`config.mk`:
```
export PLATFORM = sky130hd
export DESIGN_NAME = url_percent_decoder
export DESIGN_NICKNAME = d
export VERILOG_FILES = /design/src/hdl/upd_pkg.sv /design/src/hdl/upd_front.sv /design/src/hdl/upd_queue.sv /design/src/hdl/upd_back.sv /design/src/hdl/url_percent_decoder.sv
export SDC_FILE = /design/constraint.sdc
export NUM_CORES = 1
export LEC_CHECK = 0
export ABC_AREA = 1
export BUFFER_PORTS_ARGS = -buffer_cell sky130_fd_sc_hd__buf_4
export CAP_MARGIN = 0
export CORE_UTILIZATION = 40
export CTS_CLUSTER_SIZE = 8
export DETAILED_ROUTE_END_ITERATION = 12
export GPL_TIMING_DRIVEN = 0
export PLACE_DENSITY_LB_ADDON = 0.05
export SLEW_MARGIN = 20
export SYNTH_ARGS = -nofsm -noshare
export SYNTH_HDL_FRONTEND = slang
export SYNTH_SLANG_ARGS = --single-unit
```
`constraint.sdc`:
```
create_clock -name clk -period 5.14 [get_ports clk]
set_input_delay 0.514 -clock clk [delete_from_list [all_inputs] [get_ports clk]]
set_output_delay 0.514 -clock clk [all_outputs]
set_load 0.01 [all_outputs]
```
`src/hdl/upd_pkg.sv`:
```
// upd_pkg: shared types, character constants and pair-parsing functions
// for the percent decoder; no dependencies
package upd_pkg;

  localparam logic [7:0] PCT_CHAR   = 8'h25;
  localparam logic [7:0] PLUS_CHAR  = 8'h2B;
  localparam logic [7:0] SPACE_CHAR = 8'h20;
  localparam logic [7:0] MINUS_CHAR = 8'h2D;
  localparam logic [7:0] NUL_CHAR   = 8'h00;
  localparam int unsigned HexBase   = 16;

  // what is held back from earlier beats
  typedef enum logic [2:0] {
    HOLD_NONE = 3'b001,
    HOLD_PCT  = 3'b010,
    HOLD_PAIR = 3'b100
  } hold_t;

  // decoded bytes caused by one input beat, oldest in entry 0
  typedef struct packed {
    logic [2:0][7:0] bytes;
    logic [1:0]      cnt;
    logic            last;
  } job_t;

  typedef struct packed {
    logic       ok;
    logic [3:0] val;
  } hex_t;

  typedef struct packed {
    logic       ok;
    logic [7:0] val;
  } pair_t;

  function automatic hex_t hex_value(input logic [7:0] c);
    hex_t h;
    h.ok  = 1'b1;
    h.val = 4'd0;
    if (c >= 8'h30 && c <= 8'h39) begin
      h.val = 4'(c - 8'h30);
    end else if (c >= 8'h61 && c <= 8'h66) begin
      h.val = 4'(c - 8'h61 + 8'd10);
    end else if (c >= 8'h41 && c <= 8'h46) begin
      h.val = 4'(c - 8'h41 + 8'd10);
    end else begin
      h.ok = 1'b0;
    end
    return h;
  endfunction

  function automatic logic is_ws(input logic [7:0] c);
    return (c == SPACE_CHAR) || (c >= 8'h09 && c <= 8'h0D);
  endfunction

  function automatic logic [7:0] plain(input logic [7:0] c);
    return (c == PLUS_CHAR) ? SPACE_CHAR : c;
  endfunction

  // strtol-style parse of the two bytes after a percent sign
  function automatic pair_t parse_pair(input logic [7:0] a, input logic [7:0] b);
    pair_t p;
    hex_t  ha;
    hex_t  hb;
    ha    = hex_value(a);
    hb    = hex_value(b);
    p.ok  = 1'b0;
    p.val = 8'd0;
    if (a == NUL_CHAR) begin
      p.ok = 1'b1;
    end else if (ha.ok) begin
      if (b == NUL_CHAR) begin
        p.ok  = 1'b1;
        p.val = {4'd0, ha.val};
      end else if (hb.ok) begin
        p.ok  = 1'b1;
        p.val = {ha.val, hb.val};
      end
    end else if (hb.ok) begin
      if (is_ws(a) || a == PLUS_CHAR) begin
        p.ok  = 1'b1;
        p.val = {4'd0, hb.val};
      end else if (a == MINUS_CHAR) begin
        p.ok  = 1'b1;
        p.val = 8'(8'd0 - {4'd0, hb.val});
      end
    end
    return p;
  endfunction

endpackage

```
`src/hdl/upd_front.sv`:
```
// upd_front: accepts input beats, tracks held escape bytes and builds one
// job of up to three decoded bytes per beat; uses upd_pkg
module upd_front (
  input  logic          clk,
  input  logic          rst,
  input  logic          take,
  input  logic [7:0]    in_byte,
  input  logic          in_last,
  output logic          push,
  output upd_pkg::job_t job
);

  upd_pkg::hold_t held_count;
  upd_pkg::hold_t held_count_next;
  logic [7:0]     held_first;
  logic [7:0]     held_first_next;
  upd_pkg::pair_t pr;
  logic [2:0][7:0] em;
  logic [1:0]     n;

  assign pr = upd_pkg::parse_pair(held_first, in_byte);

  always_comb begin
    em              = '0;
    n               = 2'd0;
    held_count_next = held_count;
    held_first_next = held_first;
    unique case (held_count)
      upd_pkg::HOLD_PCT: begin
        held_first_next = in_byte;
        held_count_next = upd_pkg::HOLD_PAIR;
      end
      upd_pkg::HOLD_PAIR: begin
        held_count_next = upd_pkg::HOLD_NONE;
        if (pr.ok) begin
          em[n] = pr.val;
          n     = n + 2'd1;
        end else begin
          em[n] = upd_pkg::PCT_CHAR;
          n     = n + 2'd1;
          if (held_first == upd_pkg::PCT_CHAR) begin
            // second percent starts a fresh escape with this byte as its first
            held_first_next = in_byte;
            held_count_next = upd_pkg::HOLD_PAIR;
          end else begin
            em[n] = upd_pkg::plain(held_first);
            n     = n + 2'd1;
            if (in_byte == upd_pkg::PCT_CHAR) begin
              held_count_next = upd_pkg::HOLD_PCT;
            end else begin
              em[n] = upd_pkg::plain(in_byte);
              n     = n + 2'd1;
            end
          end
        end
      end
      default: begin
        held_count_next = upd_pkg::HOLD_NONE;
        if (in_byte == upd_pkg::PCT_CHAR) begin
          held_count_next = upd_pkg::HOLD_PCT;
        end else begin
          em[n] = upd_pkg::plain(in_byte);
          n     = n + 2'd1;
        end
      end
    endcase
    if (in_last) begin
      // flush whatever is still held
      if (held_count_next == upd_pkg::HOLD_PCT) begin
        em[n] = upd_pkg::PCT_CHAR;
        n     = n + 2'd1;
      end else if (held_count_next == upd_pkg::HOLD_PAIR) begin
        em[n] = upd_pkg::PCT_CHAR;
        n     = n + 2'd1;
        em[n] = upd_pkg::plain(held_first_next);
        n     = n + 2'd1;
      end
      held_count_next = upd_pkg::HOLD_NONE;
    end
  end

  assign push      = take && (n != 2'd0);
  assign job.bytes = em;
  assign job.cnt   = n;
  assign job.last  = in_last;

  always_ff @(posedge clk) begin
    if (rst) begin
      held_count <= upd_pkg::HOLD_NONE;
    end else if (take) begin
      held_count <= held_count_next;
    end
  end

  always_ff @(posedge clk) begin
    if (take) begin
      held_first <= held_first_next;
    end
  end

endmodule

```
`src/hdl/upd_queue.sv`:
```
// upd_queue: small first-in first-out queue of decode jobs between the
// front and back parts; uses upd_pkg
module upd_queue #(
  parameter int DEPTH = 4
) (
  input  logic          clk,
  input  logic          rst,
  input  logic          push,
  input  upd_pkg::job_t push_job,
  input  logic          pop,
  output logic          head_valid,
  output upd_pkg::job_t head_job,
  output logic          full
);

  localparam int PW = $clog2(DEPTH);
  localparam int CW = $clog2(DEPTH + 1);

  upd_pkg::job_t entries [DEPTH];
  logic [PW-1:0] wr_ptr;
  logic [PW-1:0] rd_ptr;
  logic [CW-1:0] count;
  logic          do_pop;

  assign head_valid = (count != '0);
  assign full       = (count == CW'(DEPTH));
  assign head_job   = entries[rd_ptr];
  assign do_pop     = pop && head_valid;

  always_ff @(posedge clk) begin
    if (push) begin
      entries[wr_ptr] <= push_job;
    end
  end

  always_ff @(posedge clk) begin
    if (rst) begin
      wr_ptr <= '0;
      rd_ptr <= '0;
      count  <= '0;
    end else begin
      if (push) begin
        wr_ptr <= (wr_ptr == PW'(DEPTH - 1)) ? '0 : wr_ptr + PW'(1);
      end
      if (do_pop) begin
        rd_ptr <= (rd_ptr == PW'(DEPTH - 1)) ? '0 : rd_ptr + PW'(1);
      end
      if (push && !do_pop) begin
        count <= count + CW'(1);
      end else if (do_pop && !push) begin
        count <= count - CW'(1);
      end
    end
  end

endmodule

```
`src/hdl/upd_back.sv`:
```
// upd_back: walks the head job one byte per beat into the output register;
// uses upd_pkg
module upd_back (
  input  logic          clk,
  input  logic          rst,
  input  logic          head_valid,
  input  upd_pkg::job_t head_job,
  output logic          pop,
  output logic          m_tvalid,
  input  logic          m_tready,
  output logic [7:0]    m_tdata,
  output logic          m_tlast,
  output logic          m_tuser
);

  logic [1:0] idx;
  logic       load;
  logic       fin;

  assign load = !m_tvalid || m_tready;
  assign fin  = (idx == head_job.cnt - 2'd1);
  assign pop  = load && head_valid && fin;

  always_ff @(posedge clk) begin
    if (rst) begin
      m_tvalid <= 1'b0;
      idx      <= 2'd0;
    end else if (load) begin
      m_tvalid <= head_valid;
      if (head_valid) begin
        idx <= fin ? 2'd0 : idx + 2'd1;
      end
    end
  end

  always_ff @(posedge clk) begin
    if (load && head_valid) begin
      m_tdata <= head_job.bytes[idx];
      m_tlast <= fin;
      m_tuser <= fin && head_job.last;
    end
  end

endmodule

```
`src/hdl/url_percent_decoder.sv`:
```
// url_percent_decoder: top level of the streaming form-urlencoded decoder
// depends on upd_pkg, upd_front, upd_queue and upd_back
//
// usage:
//   input stream: one encoded byte per beat on s_tdata, s_tlast on the
//   final byte of a string. output stream: one decoded byte per beat on
//   m_tdata, m_tlast on the last byte produced by a given input beat,
//   m_tuser on the final decoded byte of the string.
//   "%XX" (and the strtol-style pair forms) collapse to one byte, '+'
//   becomes space, a pair that does not parse gives '%' and is rescanned.
//   bytes still held at string end are flushed unparsed ('+' as space).
// timing:
//   an input beat yields zero to three output beats. its job is written to
//   the job queue, and its first byte then to the output register (m_tvalid).
//   input beats are taken every cycle while the job queue has room; with
//   m_tready high the output side moves one byte per cycle, and as decoded
//   output never outgrows the input, this rate is sustained end to end.
//   the job queue (QUEUE_DEPTH entries) is the only stall point: s_tready
//   drops only when it is full, which happens when m_tready is held low.
// reset:
//   rst (synchronous) drops all held escape bytes, empties the queue and
//   clears m_tvalid; the block is ready the cycle after reset.
module url_percent_decoder #(
  parameter int QUEUE_DEPTH = 4
) (
  input  logic       clk,
  input  logic       rst,
  input  logic       s_tvalid,
  output logic       s_tready,
  input  logic [7:0] s_tdata,   // [7:0] in_byte
  input  logic       s_tlast,   // in_last
  output logic       m_tvalid,
  input  logic       m_tready,
  output logic [7:0] m_tdata,   // [7:0] out_byte
  output logic       m_tlast,   // run_last
  output logic [0:0] m_tuser    // [0] string_end
);

  logic          take;
  logic          push;
  upd_pkg::job_t push_job;
  logic          pop;
  logic          head_valid;
  upd_pkg::job_t head_job;
  logic          full;

  // front accepts whenever the queue can take a job
  assign s_tready = !full;
  assign take     = s_tvalid && s_tready;

  upd_front u_front (
    .clk     (clk),
    .rst     (rst),
    .take    (take),
    .in_byte (s_tdata),
    .in_last (s_tlast),
    .push    (push),
    .job     (push_job)
  );

  upd_queue #(
    .DEPTH (QUEUE_DEPTH)
  ) u_queue (
    .clk        (clk),
    .rst        (rst),
    .push       (push),
    .push_job   (push_job),
    .pop        (pop),
    .head_valid (head_valid),
    .head_job   (head_job),
    .full       (full)
  );

  upd_back u_back (
    .clk        (clk),
    .rst        (rst),
    .head_valid (head_valid),
    .head_job   (head_job),
    .pop        (pop),
    .m_tvalid   (m_tvalid),
    .m_tready   (m_tready),
    .m_tdata    (m_tdata),
    .m_tlast    (m_tlast),
    .m_tuser    (m_tuser[0])
  );

endmodule
```
# [After elaboration in Yosys (flattened, before gate mapping)]
# Memories as Yosys holds them, arrays and structs flattened. A register that Yosys moved wholly into a read port is not among the register bits.
# Index checks and enable logic that the tools add are counted.
[totals] word_cells=161 mem_count=1 ram_bits=108 inputBits=13 regBits=31 output_inout_bits=12
[op_classes] n_reduce_logical=30 n_mux=64 n_bitwise=3 n_lt_le_gt_ge=19 n_eq_ne=15 addsub=19
[memory_table] memory="u_queue.entries" words=4 word_bits=27 read_ports=1 rd_clocked_by_memory_dff=1 write_ports=1 line="upd_queue.sv:19" source="upd_pkg::job_t entries [DEPTH];"
[op_table] cell="$mux W8" n=11
[op_table] cell="$mux W24" n=3
[op_table] cell="$eq A8 B6 Y1 const B" n=7
[op_table] cell="$mux W9" n=6
[op_table] cell="$mux W16" n=3
[op_table] cell="$demux W8 S2" n=2
[op_table] cell="$ge A8 B7 Y1 const B" n=4
[op_table] cell="$le A8 B7 Y1 const B" n=4
[op_table] cell="$pmux W8 S2" n=2
[op_table] cell="$bwmux W24" n=1
[op_table] cell="$mux W4" n=6
[op_table] cell="$sub A4 B1 Y4 const B" n=6
[op_table] cell="$mux W2" n=11
[op_table] cell="$logic_and A1 B1 Y1" n=17
[op_table] cell="$add A4 B4 Y4 const B" n=4
[op_table] cell="$bmux W8 S2" n=1
[op_table] cell="$ge A8 B6 Y1 const B" n=2
[op_table] cell="$le A8 B6 Y1 const B" n=2
[op_table] cell="$logic_not A8 Y1" n=2
[op_table] cell="$and A15 B15 Y15" n=1
[op_table] cell="$mux W3" n=5
[op_table] cell="$not A15 Y15" n=1
[op_table] cell="$mux W1" n=11
[op_table] cell="$add A2 B1 Y2 const B" n=5
[op_table] cell="20 further kinds" n=33

# [Logic depth before layout (Yosys ltp)]
# Gate-level depths: netlist of run 1.
[logic_depth] word_depth=24 depth_mapped=28 mapped_depth_nobuf=28

# [Hierarchy]
# From an unflattened synthesis of run 1, not the netlist that was laid out.
[unflattened] cells_unflattened=780 area_unflattened_um2=7464.7
[modules_own_cells] mod="upd_queue" area_each_um2=4529.3 instances=1 cells_per_inst=325
[modules_own_cells] mod="upd_front" area_each_um2=2220.9 instances=1 cells_per_inst=373
[modules_own_cells] mod="upd_back" area_each_um2=700.7 instances=1 cells_per_inst=79
[modules_own_cells] mod="url_percent_decoder" area_each_um2=13.8 instances=1 cells_per_inst=3

# [Least setup slack after synthesis of run 1]
# OpenSTA, ideal clock, no wires.
[synth_timing] kind="input to register" start="in s_tdata[1]" end="mem u_queue.entries[0][0] in the netlist's numbering (enable)" path_stages=20 setup_ps=411 setup_slack_ps=1183 arrival_time_ps=3546 cell_sequence="inv_1 ha_1 inv_1 nand3_1 nand2_1 nand2_1 nand2_2 nand3_4 a21oi_4 nand4_1 nand2_1 ha_1 o21ai_0 nand2_1 nand2_2 nand2_2 nand2_4 nand3_4 nand2_2 nor2_1"
[synth_via] elab_chain_len=20 word_cells_on_any_way=39 cone_classes="add/sub (2); order compare (6); eq/ne (3); mux (22); reduce/logical (6)"
[synth_rtl] element="start, declared" line="url_percent_decoder.sv:30" source="input logic [7:0] s_tdata,"
[synth_rtl] element="$ge A8 B7 Y1 / $le A8 B7 Y1 (equally long branches)" line="upd_pkg.sv:44" source="end else if (c >= 8'h41 && c <= 8'h46) begin"
[synth_rtl] element="$logic_and A1 B1 Y1" line="upd_pkg.sv:44"
[synth_rtl] element="$mux W1" line="upd_pkg.sv:44"
[synth_rtl] element="$mux W1" line="upd_pkg.sv:42" source="end else if (c >= 8'h61 && c <= 8'h66) begin"
[synth_rtl] element="$mux W1" line="upd_pkg.sv:40" source="if (c >= 8'h30 && c <= 8'h39) begin"
[synth_rtl] element="$mux W9" line="upd_pkg.sv:75" source="end else if (hb.ok) begin"
[synth_rtl] element="$mux W9" line="upd_pkg.sv:72" source="if (b == NUL_CHAR) begin"
[synth_rtl] element="$mux W9" line="upd_pkg.sv:71" source="end else if (ha.ok) begin"
[synth_rtl] element="(+4 left out)"
[synth_rtl] element="$add A2 B1 Y2" line="upd_front.sv:76" source="n = n + 2'd1;"
[synth_rtl] element="$mux W2" line="upd_front.sv:72" source="end else if (held_count_next == upd_pkg::HOLD_PAIR) begin"
[synth_rtl] element="$mux W2" line="upd_front.sv:69" source="if (held_count_next == upd_pkg::HOLD_PCT) begin"
[synth_rtl] element="$mux W2 (*)" line="upd_front.sv:67" source="if (in_last) begin"
[synth_rtl] element="$reduce_bool A2 Y1 (*)" line="upd_front.sv:82" source="assign push = take && (n != 2'd0);"
[synth_rtl] element="$logic_and A1 B1 Y1 (*)" line="upd_front.sv:82"
[synth_rtl] element="$mux W1 (*)" line="upd_queue.sv:31" source="if (push) begin"
[synth_rtl] element="$mux W1 (implied by the code) (*)" line="upd_queue.sv:32" source="entries[wr_ptr] <= push_job;"
[synth_rtl] element="end, declared" line="upd_queue.sv:19"
# Every way passes the cells marked *; elsewhere a longest branch is shown, timed or not.

# [Worst setup path in the final report of run 1]
[layout_timing] start="reg u_front.held_first[0]" end="reg u_queue.count[2]"
[layout_via] elab_chain_len=20 word_cells_on_any_way=47 cone_classes="add/sub (2); order compare (8); eq/ne (6); mux (18); reduce/logical (13)"
[layout_rtl] element="start, declared" line="upd_front.sv:15" source="logic [7:0] held_first;"
[layout_rtl] element="start signal, assigned" line="upd_front.sv:97" source="held_first <= held_first_next;"
[layout_rtl] element="$ge A8 B4 Y1 / $le A8 B4 Y1 (equally long branches)" line="upd_pkg.sv:53" source="return (c == SPACE_CHAR) || (c >= 8'h09 && c <= 8'h0D);"
[layout_rtl] element="$logic_and A1 B1 Y1" line="upd_pkg.sv:53"
[layout_rtl] element="$logic_or A1 B1 Y1" line="upd_pkg.sv:53"
[layout_rtl] element="$logic_or A1 B1 Y1" line="upd_pkg.sv:80" source="if (is_ws(a) || a == PLUS_CHAR) begin"
[layout_rtl] element="$mux W9" line="upd_pkg.sv:80"
[layout_rtl] element="$mux W9" line="upd_pkg.sv:79" source="end else if (hb.ok) begin"
[layout_rtl] element="$mux W9" line="upd_pkg.sv:71"
[layout_rtl] element="$mux W1" line="upd_pkg.sv:69" source="if (a == NUL_CHAR) begin"
[layout_rtl] element="(+5 left out)"
[layout_rtl] element="$mux W2" line="upd_front.sv:69"
[layout_rtl] element="$mux W2 (*)" line="upd_front.sv:67"
[layout_rtl] element="$reduce_bool A2 Y1 (*)" line="upd_front.sv:82"
[layout_rtl] element="$logic_and A1 B1 Y1 (*)" line="upd_front.sv:82"
[layout_rtl] element="via push" line="url_percent_decoder.sv:40" source="logic push;"
[layout_rtl] element="$logic_not A1 Y1" line="upd_queue.sv:50" source="end else if (do_pop && !push) begin"
[layout_rtl] element="$logic_and A1 B1 Y1" line="upd_queue.sv:50"
[layout_rtl] element="$reduce_bool A2 Y1 (no line)"
[layout_rtl] element="end signal, assigned" line="upd_queue.sv:49" source="count <= count + CW'(1);"
[layout_rtl] element="end signal, assigned" line="upd_queue.sv:51" source="count <= count - CW'(1);"
[layout_rtl] element="end, declared" line="upd_queue.sv:22" source="logic [CW-1:0] count;"
# Mark *: on every way through the listed nets, which the timed path passes. The rest lies on a longest branch.
# A chain may end at the register's enable or synchronous reset.

==> run_results.csv, run 1 <==
group,metric,value,unit
sta,report.final.hold_viol_count,0,
run,maxCapViolations,0,
global_routing,grt.overflow.total,0,
cells_and_area,nNetsFinal,839,
floorplanning,coreArea,0.01796,mm²
cts,cts_tree,"done",
global_routing,grt_pass1_vias,5486,
synthesis,synth.distinct_cells,50,
synthesis,ys_ff_latch,141,
sta,slew_headroom,31.55,%
synthesis,synth-main-ff-cell,"edfxtp_1",
min_path,hold_path_class,"input port to flop",
cells_and_area,fin_area,0.008513,mm²
cts,cts-resized-gates,0,
detailed_routing,routedWlPerCell,19.59,µm
floorplanning,fp-row-count,49,
power_and_ir_drop,ir_worst_vdd,0.2248,mV
floorplanning,ios,25,
cts,cts_made_buffers,17,
synthesis,syn_inst,758,
cells_and_area,drive_gt1_share,12.59,%
place,placed_area,0.007915,mm²
worst_setup_path,cp_max_fo,8,
synthesis,synthTopCellsByArea,"edfxtp_1 (52%), o21ai_0 (5.8%), nand2_1 (5.6%)",
floorplanning,die_w,137.2,µm
sta,post-route-min-period,4267,ps
cells_and_area,final_common_cell,"edfxtp_1",
place,place_hpwl,14.92,mm
outcome,status,"completed",
global_routing,grt_pass1_wl,31.42,mm
worst_setup_path,path_class,"flop to flop",
sta,setup_violations,0,
place,io_buffers,24,
synthesis,synth.yosys.warnings,0,
sta,rsz0062_at_grt,"false",
power_and_ir_drop,fin_total_pwr,3651,µW
floorplanning,die_y,137.2,µm
global_routing,antenna_found_initial,0,
synthesis,synth_edf_count,126,
sta,finalCritPeriodShare,83.02,%
detailed_routing,vias,5799,
cts,clock_latency,410,ps
detailed_routing,drc,0,
cts,cts_max_path_buffers,2,
detailed_routing,first_pass_iters,5,
worst_setup_path,critPathCaptureType,"flop",
sta,holdWs,356.7,ps
floorplanning,initial_core_util,40.68,%
cts,clk_pin_slew_worst_paths,60,ps
sta,slew_violations,0,
place,gp_congestion,0.9140,
detailed_routing,ant_nets,0,
cts,clockRootBuffer,"clkbuf_16",
cts,cts.htree.levels,4,
cts,cts_hold_buffers,0,
detailed_routing,wl,20.51,mm
power_and_ir_drop,p_leak,0.003258,µW
cells_and_area,synthToLayoutAreaGrowth,16.49,%
cells_and_area,final_cell_mix,"edfxtp_1 (126), nand2_1 (110), nor2_1 (94), o21ai_0 (84), inv_1 (72)",
sta,fmax,0.2343,GHz
worst_setup_path,critPathRequiredTime,5430,ps
floorplanning,die_area,0.01882,mm²
synthesis,synth_area,0.007308,mm²
global_routing,grt_usage,22.96,%
cells_and_area,antenna_cells,0,
synthesis,synth_top_area_cell,"edfxtp_1",
sta,max_slew.worst_pin.slew,1014,ps
worst_setup_path,worst_ep_arrival_time,4560,ps
synthesis,synth_nets,792,
synthesis,synthArstFlopShare,0,%
global_routing,grt_max_degree,22,
synthesis,syn-mean-instance-area,9.642,µm²
sta,finalClockSkew,12.30,ps
detailed_routing,vias_per_cell,5.539,
detailed_routing,initialDrtViolationCount,441,
power_and_ir_drop,powerDensity,428.8,mW/mm²
synthesis,synth_top_area_share,51.77,%
cts,postCtsSetupBuffers,0,
worst_setup_path,crit_path_start_kind,"flop",
cts,clock_sinks,141,
synthesis,synth-seq-area-share,55.88,%
==> cell families (layout without fill, tap and decap cells) <==
logic type,Yosys count,after routing,share of synthesized area (%)
simple gates,284,284,17.62
compound gates,196,196,16.16
flops,141,141,55.88
buf+inv,109,169,5.804
fa+ha+maj,21,21,3.698
xor+xnor,7,7,0.8389
==> flip-flops by register name (all words and copies together), names as in the netlist, named ones only <==
register            count
u_queue.rd_ptr          2
u_back.m_tuser          1
u_queue.count           3
u_queue.wr_ptr          2
u_back.m_tdata          8
u_front.held_first      8
u_queue.entries       108
u_front.held_count      3
u_back.m_tvalid         1
u_back.m_tlast          1
u_back.idx              2
==> path summary, 6_finish.rpt <==
kind	startpoint	cells after the start	endpoint	slack, ps
hold reg to reg	u_front.held_count[2]$_SDFFE_PP0P_	2	u_front.held_count[2]$_SDFFE_PP0P_	490
setup reg to reg	u_front.held_first[0]$_DFFE_PP_	26	u_queue.count[2]$_SDFFE_PP0P_	870
hold / removal	rst	2	u_queue.count[0]$_SDFFE_PP0P_	360
setup / recovery	u_front.held_first[0]$_DFFE_PP_	26	u_queue.count[2]$_SDFFE_PP0P_	870
==> per-layer routing <==
layer / global-route usage [%] / vias up / routed length (µm)
met4: 8.547 / 0 / 478
li1: - / 2778 / -
met5: 0 / - / 0
met3: 4.820 / 32 / 1119
met2: 36.90 / 177 / 9680
met1: 30.46 / 2812 / 9231
==> synth_stat cells (2+ instances only) <==
cell type	n
ha_1	20
nand3_4	2
nor2_1	98
nand4_1	7
o32ai_1	2
clkbuf_1	17
o21ai_0	84
xor2_1	6
nand3_1	35
nand2_1	110
a22oi_1	5
nor4_1	2
inv_2	8
a21oi_1	37
nand2_4	4
a32o_1	3
o22ai_1	18
a31oi_1	2
edfxtp_1	126
o21bai_1	2
clkinv_1	6
dfxtp_1	15
o21ai_1	7
o221ai_1	16
o211ai_1	13
nand2_2	11
nor3_1	6
buf_2	3
inv_1	72
==> metrics by stage <==
| stage | worst slack, ps | instances | utilization [%] | setup TNS, ps |
|---|---|---|---|---|
| CTS | 895.8 | 1047 | 47.39 | 0 |
| floorplan | 1183 | 758 | - | 0 |
| global route | 370.1 | 1047 | 47.39 | 0 |
| finish | 872.7 | 1047 | 47.39 | 0 |
| global placement | -542.2 | 1011 | 43.28 | -53460 |
| detailed placement | 732.5 | 1015 | 44.06 | 0 |
==> critical path, cell delays in order, from the launching register on <==
cell and delay, ps:
edfxtp_1 450, inv_1 240, ha_1 210, nor2_1 60
o21ai_0 200, nand2_1 170, nand2_2 220, nand2_2 120
nand4_1 130, nand2_1 120, inv_2 110, ha_1 250
o21ai_0 120, nand2_1 100, nand2_2 70, nand2_2 70
nand2_4 60, nand3_4 80, nand2_2 150, inv_1 100
ha_1 140, inv_1 70, fa_1 440, a21oi_1 140
o21ai_0 110, o21ai_0 160, a21oi_1 60
==> report_power, final <==
part / internal, µW / switching (µW)
logic: 303 / 625
clock network: 765 / 468
registers: 1430 / 56.6
total: 2500 / 1150
==> area by class of cell <==
| cell class | count | area (µm²) |
|---|---|---|
| buffer | 23 | 101.3 |
| clock buffer | 18 | 429.2 |
| clock inverter | 14 | 168.9 |
| fill | 1714 | 9450 |
| inverter | 86 | 322.8 |
| multi-input combinational | 508 | 2845 |
| sequential | 141 | 4084 |
| tap | 229 | 286.5 |
| timing repair buffer | 28 | 275.3 |
(Power assumes the default switching activity.)
==> run 2, diff against run 1 <==
- ABC_AREA: 1 -> 0
- clock period: 5.14 -> 4.1 ns (I/O delays scaled with it)
==> run_results.csv, run 2 <==
group,metric,value,unit
synthesis,synthArstFlopShare,0,%
synthesis,synth.most_common_cell,"edfxtp_1",
sta,slew_headroom,37.72,%
global_routing,grt_usage,21.23,%
worst_setup_path,crit_chain,"inv_2, ha_4, o21ba_2, o2111ai_4, a21boi_4, a21o_1, a41oi_2, o21ai_2, a21boi_4, ha_2, o21ai_2, a31oi_4, ha_4, inv_1, fa_2, xor2_1, or3_1, a21oi_1",
floorplanning,coreArea,0.01736,mm²
synthesis,synth_nets,581,
floorplanning,initial_core_util,41.21,%
cts,cts.htree.levels,4,
detailed_routing,vias_per_cell,5.697,
global_routing,grt_max_degree,25,
worst_setup_path,critPathMaxStageDelay,460,ps
global_routing,antenna_found_initial,0,
worst_setup_path,path_delay_family,"compound AO/OA/AOI/OAI gates",
cts,clock_latency,410,ps
min_path,hp-start,"rst",
synthesis,synth.yosys.warnings,0,
cells_and_area,synthToLayoutAreaGrowth,21.69,%
detailed_routing,ant_nets,0,
worst_setup_path,worst_r2r_endpoint,"u_queue.count[2]$_SDFFE_PP0P_",
cells_and_area,utilization,50.14,%
worst_setup_path,crit_path_start_kind,"flop",
worst_setup_path,critPathCaptureType,"flop",
min_path,min_to,"u_back.m_tvalid$_SDFFE_PP0N_",
synthesis,synthTopCellsByArea,"edfxtp_1 (53%), mux4_2 (8.5%), dfxtp_1 (4.2%)",
worst_setup_path,worst_ep_arrival_time,4270,ps
place,place_hpwl,13.22,mm
detailed_routing,first_pass_iters,4,
cts,clk_pin_slew_worst_paths,60,ps
global_routing,grt_util_met1,28.39,%
sta,post-route-min-period,3940,ps
cts,cts_max_path_buffers,2,
synthesis,synth-main-ff-cell,"edfxtp_1",
cts,clockRootBuffer,"clkbuf_16",
worst_setup_path,timing.critical_path.buf_inv,2,
detailed_routing,routedWlPerCell,21.68,µm
synthesis,synth_top_area_share,52.90,%
floorplanning,ios,25,
global_routing,top_usage_layer,"met2",
detailed_routing,drc,0,
cts,clock_sinks,141,
worst_setup_path,cp_max_fo,3,
cells_and_area,max_flop_register,"u_queue.entries",
synthesis,synth.distinct_cells,76,
synthesis,syn-mean-instance-area,13.07,µm²
cells_and_area,nNetsFinal,653,
synthesis,syn_inst,547,
power_and_ir_drop,powerDensity,519.9,mW/mm²
min_path,hold_path_class,"input port to flop",
cells_and_area,reg.largest.list,"u_queue.entries x108, u_back.m_tdata x8, u_front.held_first x8",
cells_and_area,final_common_cell,"edfxtp_1",
detailed_routing,initialDrtViolationCount,377,
synthesis,synth_edf_count,126,
cells_and_area,drive_gt1_share,26.11,%
sta,report.final.hold_viol_count,0,
cts,cts_made_buffers,17,
floorplanning,fp-row-count,48,
worst_setup_path,rr_worst_depth,18,
cells_and_area,final_cell_mix,"edfxtp_1 (126), buf_4 (49), nor2_1 (38), inv_1 (35), nand2_1 (29)",
synthesis,synth-seq-area-share,57.10,%
power_and_ir_drop,fin_total_pwr,4525,µW
worst_setup_path,critPathRequiredTime,4430,ps
cells_and_area,fillers,1510,
global_routing,grt.overflow.total,0,
place,gp_congestion,0.9073,
detailed_routing,vias,4882,
global_routing,met3_usage,3.442,%
sta,max_slew.worst_pin.slew,934.3,ps
synthesis,ys_ff_latch,141,
synthesis,ys_top_cells_by_count,"edfxtp_1 (126), nor2_1 (38), inv_1 (37), nand2_1 (30), o21ai_0 (28)",
place,io_buffers,24,
floorplanning,die_w,135.7,µm
min_path,worstHoldPathCells,2,
worst_setup_path,timing.rr.start,"u_front.held_first[0]$_DFFE_PP_",
floorplanning,die_area,0.01842,mm²
synthesis,synth_area,0.007152,mm²
sta,finalClockSkew,7.180,ps
synthesis,synth_top_area_cell,"edfxtp_1",
cells_and_area,antenna_cells,0,
floorplanning,die_y,135.7,µm
global_routing,globalRouteMet2Util,34.41,%
sta,setup_violations,0,
worst_setup_path,path_class,"flop to flop",
global_routing,grt_pass1_wl,28.01,mm
cells_and_area,largest_reg_flops,108,
sta,finalCritPeriodShare,96.09,%
power_and_ir_drop,p_leak,0.003096,µW
detailed_routing,wl,18.58,mm
sta,holdWs,194.8,ps
outcome,status,"completed",
worst_setup_path,r2r_slack,160,ps
sta,fmax,0.2538,GHz
worst_setup_path,slowest_stage,"edfxtp_1",
cts,cts_tree,"done",
power_and_ir_drop,ir_worst_vdd,0.3051,mV
run,maxCapViolations,0,
global_routing,grt_pass1_vias,4854,
sta,slew_violations,0,
==> run 2: changes by cell type after synthesis, sizes merged, moves of 9 or more <==
| cell | before | now |
|---|---|---|
| inv | 80 | 37 |
| nor2 | 99 | 38 |
| nand3 | 38 | 8 |
| mux2i | 0 | 15 |
| mux4 | 0 | 27 |
| o221ai | 17 | 1 |
| o211ai | 13 | 4 |
| a21oi | 38 | 20 |
| o21ai | 92 | 30 |
| nand2 | 125 | 30 |
==> run 2: worst register-to-register path, stage by stage, from the launching register on <==
cell,delay (ps)
edfxtp_1,460
inv_2,90
ha_4,180
o21ba_2,230
o2111ai_4,190
a21boi_4,240
a21o_1,180
a41oi_2,150
o21ai_2,230
a21boi_4,220
ha_2,210
o21ai_2,80
a31oi_4,210
ha_4,170
inv_1,60
fa_2,380
xor2_1,170
or3_1,300
a21oi_1,120
==> run 2: kinds of logic after synthesis <==
group	synth area share [%]
xor+xnor	0.8573
compound gates	14.28
simple gates	9.727
fa+ha+maj	3.779
buf+inv	3.499
flops	57.10
mux	10.76
==> run 2: how the worst max path moves through the flow <==
stage | from | endpoint | slack (ps) | cells past startpoint
2_1_floorplan | u_front.held_first[0]$_DFFE_PP_ | u_queue.count[2]$_SDFFE_PP0P_ | 30 | 18
3_3_place_gp | s_tdata[1] | u_queue.entries[0][11]$_DFFE_PP_ | -1100 | 15
3_5_place_dp | s_tdata[1] | u_queue.count[2]$_SDFFE_PP0P_ | -800 | 20
4_1_cts | u_front.held_first[0]$_DFFE_PP_ | u_queue.count[2]$_SDFFE_PP0P_ | 5 | 18
5_1_grt | u_front.held_first[0]$_DFFE_PP_ | u_queue.count[2]$_SDFFE_PP0P_ | -10 | 18
6_report | u_front.held_first[0]$_DFFE_PP_ | u_queue.count[2]$_SDFFE_PP0P_ | 160 | 18
==> run 2: where the power goes <==
group	total, µW	switching, µW	internal, µW	leakage (µW)
combinational	1060	597	464	0.00147
clock	1610	562	1050	0.000323
sequential	1860	67.6	1790	0.00131
total	4520	1230	3300	0.00310
==> run 2: timing repair <==
item,4_1_cts,5_1_grt
resized for setup,7,12
pin swaps,5,5
hold buffers,0,0
endpoints found under the setup margin,97,1
buffers inserted,16,9
==> run 2: metrics by stage <==
step / setup slack (ps) / area, µm² / setup TNS (ps) / cells
floorplan: 34.02 / 7233 / 0 / 547
global placement: -1101 / 7695 / -117640 / 796
detailed placement: -796.4 / 7780 / -24910 / 800
CTS: 4.698 / 8586 / 0 / 848
global route: -14.54 / 8703 / -14.54 / 857
finish: 160.3 / 8703 / 0 / 857
==> run 2: routing by layer <==
layer,wire length [µm],part of all wire (%),vias to the layer above
met5,0,0,-
met4,416,2.2,0
met3,638,3.4,32
met2,9125,49,137
met1,8399,45,2441
li1,-,-,2272
==> run 2: cell type report <==
cell class	count	area (µm²)	share of cell area (%)
buffer	26	117.6	1.351
clock buffer	26	584.3	6.714
clock inverter	6	63.81	0.7332
inverter	37	138.9	1.596
multi-input combinational	343	2985	34.30
sequential	141	4084	46.92
tap	225	281.5	3.235
timing repair buffer	53	447.9	5.147
==> run 3, diff against run 2 <==
- CORE_ASPECT_RATIO: not set -> 1.25
- SYNTH_HIERARCHICAL: not set -> 1
==> run_results.csv, run 3 <==
group,metric,value,unit
synthesis,synth_area,0.007223,mm²
power_and_ir_drop,pwr-share-seq,41.4,%
global_routing,grt_usage,20.50,%
worst_setup_path,crit_chain,"inv_1, ha_2, nor3b_4, a311oi_4, o32ai_2, o211a_1, buf_6, nand2_4, ha_2, or4_1, a31o_4, ha_1, inv_1, fa_1, xor2_1, or3_1, a21oi_1",
synthesis,synthArstFlopShare,0,%
detailed_routing,ant_nets,0,
cts,cts_tree,"done",
worst_setup_path,path_class,"flop to flop",
worst_setup_path,critPathCaptureType,"flop",
synthesis,synth.distinct_cells,86,
power_and_ir_drop,ir_worst_vdd,0.2735,mV
cells_and_area,antenna_cells,0,
worst_setup_path,crit_path_end,"u_queue/count[2]$_SDFFE_PP0P_",
worst_setup_path,worst_ep_arrival_time,4230,ps
synthesis,synth-seq-area-share,56.54,%
worst_setup_path,r2r_slack,220,ps
place,io_buffers,24,
synthesis,synth_top_area_cell,"edfxtp_1",
power_and_ir_drop,combPwrFrac,26.8,%
synthesis,synth_edf_count,126,
place,place_hpwl,13.09,mm
sta,report.final.hold_viol_count,0,
worst_setup_path,worst_r2r_endpoint,"u_queue/count[2]$_SDFFE_PP0P_",
cts,cts_max_path_buffers,2,
cts,cts.htree.levels,4,
cells_and_area,final_common_cell,"edfxtp_1",
cts,clock_sinks,141,
cts,clock_latency,410,ps
global_routing,grt.overflow.total,0,
floorplanning,die_w,122.2,µm
floorplanning,fp-row-count,54,
power_and_ir_drop,switching_share,28.80,%
power_and_ir_drop,power.share.clock,31.8,%
worst_setup_path,slowest_stage,"or4_1",
detailed_routing,vias,4881,
synthesis,synth_top_area_share,52.38,%
sta,rsz0062_at_grt,"false",
worst_setup_path,critPathRequiredTime,4450,ps
synthesis,synthMuxAreaShare,11.43,%
cells_and_area,synthToLayoutAreaGrowth,17.89,%
power_and_ir_drop,p_leak,0.002982,µW
detailed_routing,vias_per_cell,5.846,
min_path,hold_path_class,"input port to flop",
worst_setup_path,timing.critical_path.buf_inv,3,
cts,cts_hold_buffers,0,
worst_setup_path,cp.depth,17,
sta,slew_violations,0,
sta,max_slew.worst_pin.slew,863.3,ps
synthesis,synthTopCellsByArea,"edfxtp_1 (52%), mux4_2 (6.2%), dfxtp_1 (4.2%)",
floorplanning,coreArea,0.01757,mm²
cts,clockRootBuffer,"clkbuf_16",
synthesis,synth.yosys.warnings,6,
synthesis,yosys.area_share.simple,11.76,%
cells_and_area,final_cell_mix,"edfxtp_1 (126), buf_4 (40), nand2_1 (32), nor2_1 (32), inv_1 (25)",
floorplanning,initial_core_util,41.12,%
sta,finalCritPeriodShare,94.58,%
global_routing,grt_pass1_wl,27.97,mm
cts,cts_made_buffers,17,
worst_setup_path,rr_worst_depth,17,
detailed_routing,routedWlPerCell,21.82,µm
sta,slew_headroom,42.18,%
synthesis,synth-main-ff-cell,"edfxtp_1",
worst_setup_path,critPathMaxStageDelay,540,ps
run,maxCapViolations,0,
synthesis,ys_top_cells_by_count,"edfxtp_1 (126), nor2_1 (33), nand2_1 (32), inv_1 (25), nand3_1 (21)",
cells_and_area,reg.largest.list,"u_queue/entries x108, u_back/m_tdata x8, u_front/held_first x8",
synthesis,ys_ff_latch,141,
worst_setup_path,cp_max_fo,9,
worst_setup_path,crit_start,"u_front/held_first[0]$_DFFE_PP_",
sta,post-route-min-period,3878,ps
synthesis,synth_nets,568,
cells_and_area,drive_gt1_share,24.39,%
synthesis,synth_compound_area_share,12.59,%
cts,clk_pin_slew_worst_paths,60,ps
detailed_routing,first_pass_iters,7,
sta,finalClockSkew,9.681,ps
detailed_routing,wl,18.22,mm
outcome,status,"completed",
sta,fin_setup_tns,0,ps
global_routing,grt_pass1_vias,4926,
power_and_ir_drop,p_switching,1330,µW
worst_setup_path,crit_path_start_kind,"flop",
detailed_routing,drc,0,
cells_and_area,max_flop_register,"u_queue/entries",
sta,fmax,0.2579,GHz
sta,holdWs,289.2,ps
global_routing,antenna_found_initial,0,
synthesis,synth.most_common_cell,"edfxtp_1",
cells_and_area,largest_reg_flops,108,
cells_and_area,nNetsFinal,628,
power_and_ir_drop,powerDensity,542.3,mW/mm²
detailed_routing,initialDrtViolationCount,360,
synthesis,synth_top_family_by_area,"compound AO/OA/AOI/OAI gates",
min_path,worstHoldPathCells,2,
synthesis,synthAdderAreaFrac,3.049,%
floorplanning,die_y,152.2,µm
floorplanning,ios,25,
floorplanning,die_area,0.01860,mm²
sta,setup_violations,0,
synthesis,syn-mean-instance-area,13.43,µm²
global_routing,grt_max_degree,26,
synthesis,syn_inst,538,
place,gp_congestion,0.9119,
synthesis,synthXorXnorAreaFrac,0.7275,%
worst_setup_path,timing.rr.start,"u_front/held_first[0]$_DFFE_PP_",
power_and_ir_drop,p_int,3288,µW
worst_setup_path,path_delay_family,"simple AND/OR/NAND/NOR gates",
-- run 3: per-layer routing --
| metal | track usage (%) | share of wire (%) | vias up | wire (µm) |
|---|---|---|---|---|
| met5 | 0 | 0 | - | 0 |
| met4 | 9.175 | 3.1 | 0 | 568 |
| met3 | 3.256 | 3.6 | 29 | 650 |
| met2 | 35.11 | 51 | 135 | 9364 |
| met1 | 25.15 | 42 | 2465 | 7635 |
| li1 | - | - | 2252 | - |
-- run 3: power by group through the flow --
| stage | clock network (µW) | registers [µW] | logic [µW] |
|---|---|---|---|
| after detailed placement | 0 | 1950 | 1200 |
| final | 1470 | 1910 | 1240 |
| after floorplan | 0 | 1960 | 799 |
| after global placement | 0 | 1940 | 1170 |
| after global routing | 1560 | 1940 | 1350 |
| after CTS | 1500 | 1920 | 1230 |
-- run 3: area by class of cell --
type                       instances  area, µm²
multi-input combinational        343       2937
sequential                       141       4084
fill                            1599       9051
tap                              224      280.3
timing repair buffer              41      357.8
inverter                          26      97.59
buffer                            28      186.4
clock buffer                      19      432.9
clock inverter                    13      140.1
-- run 3: logic make-up after synthesis --
family | Yosys count
AO/OA/AOI/OAI | 121
XOR/XNOR | 6
AND/OR/NAND/NOR | 153
buffers and inverters | 54
multiplexers | 46
flip-flops | 141
adder cells (fa/ha/maj) | 17
-- run 3: timing repair --
action	4_1_cts	5_1_grt
gates resized for setup	3	12
pin swaps	1	3
setup endpoints to repair	181	2
gates cloned	0	0
hold endpoints to repair	0	0
buffers inserted	6	7
-- run 3: stage by stage --
| step | util (%) | instances | power (µW) | cell area (µm²) | worst slack [ps] |
|---|---|---|---|---|---|
| final | 48.48 | 835 | 4618 | 8516 | 222.1 |
| after global routing | 48.48 | 835 | 4849 | 8516 | 27.66 |
| after CTS | 47.88 | 828 | 4648 | 8411 | 1.133 |
| after detailed placement | 44.24 | 790 | 3152 | 7771 | -621.1 |
| after global placement | 43.74 | 786 | 3110 | 7684 | -1076 |
| after floorplan | - | 538 | 2754 | 7223 | 113.3 |
-- run 3: worst min-delay path by stage --
stage,end,slack [ps],from
2_1_floorplan,flop,460,u_queue/rd_ptr[0]$_SDFFE_PP0P_
3_3_place_gp,u_queue/rd_ptr[0]$_SDFFE_PP0P_,520,u_queue/rd_ptr[0]$_SDFFE_PP0P_
3_5_place_dp,u_queue/rd_ptr[0]$_SDFFE_PP0P_,530,u_queue/rd_ptr[0]$_SDFFE_PP0P_
4_1_cts,u_queue/count[2]$_SDFFE_PP0P_,270,rst
5_1_grt,u_queue/count[2]$_SDFFE_PP0P_,290,rst
6_report,u_queue/count[2]$_SDFFE_PP0P_,290,rst
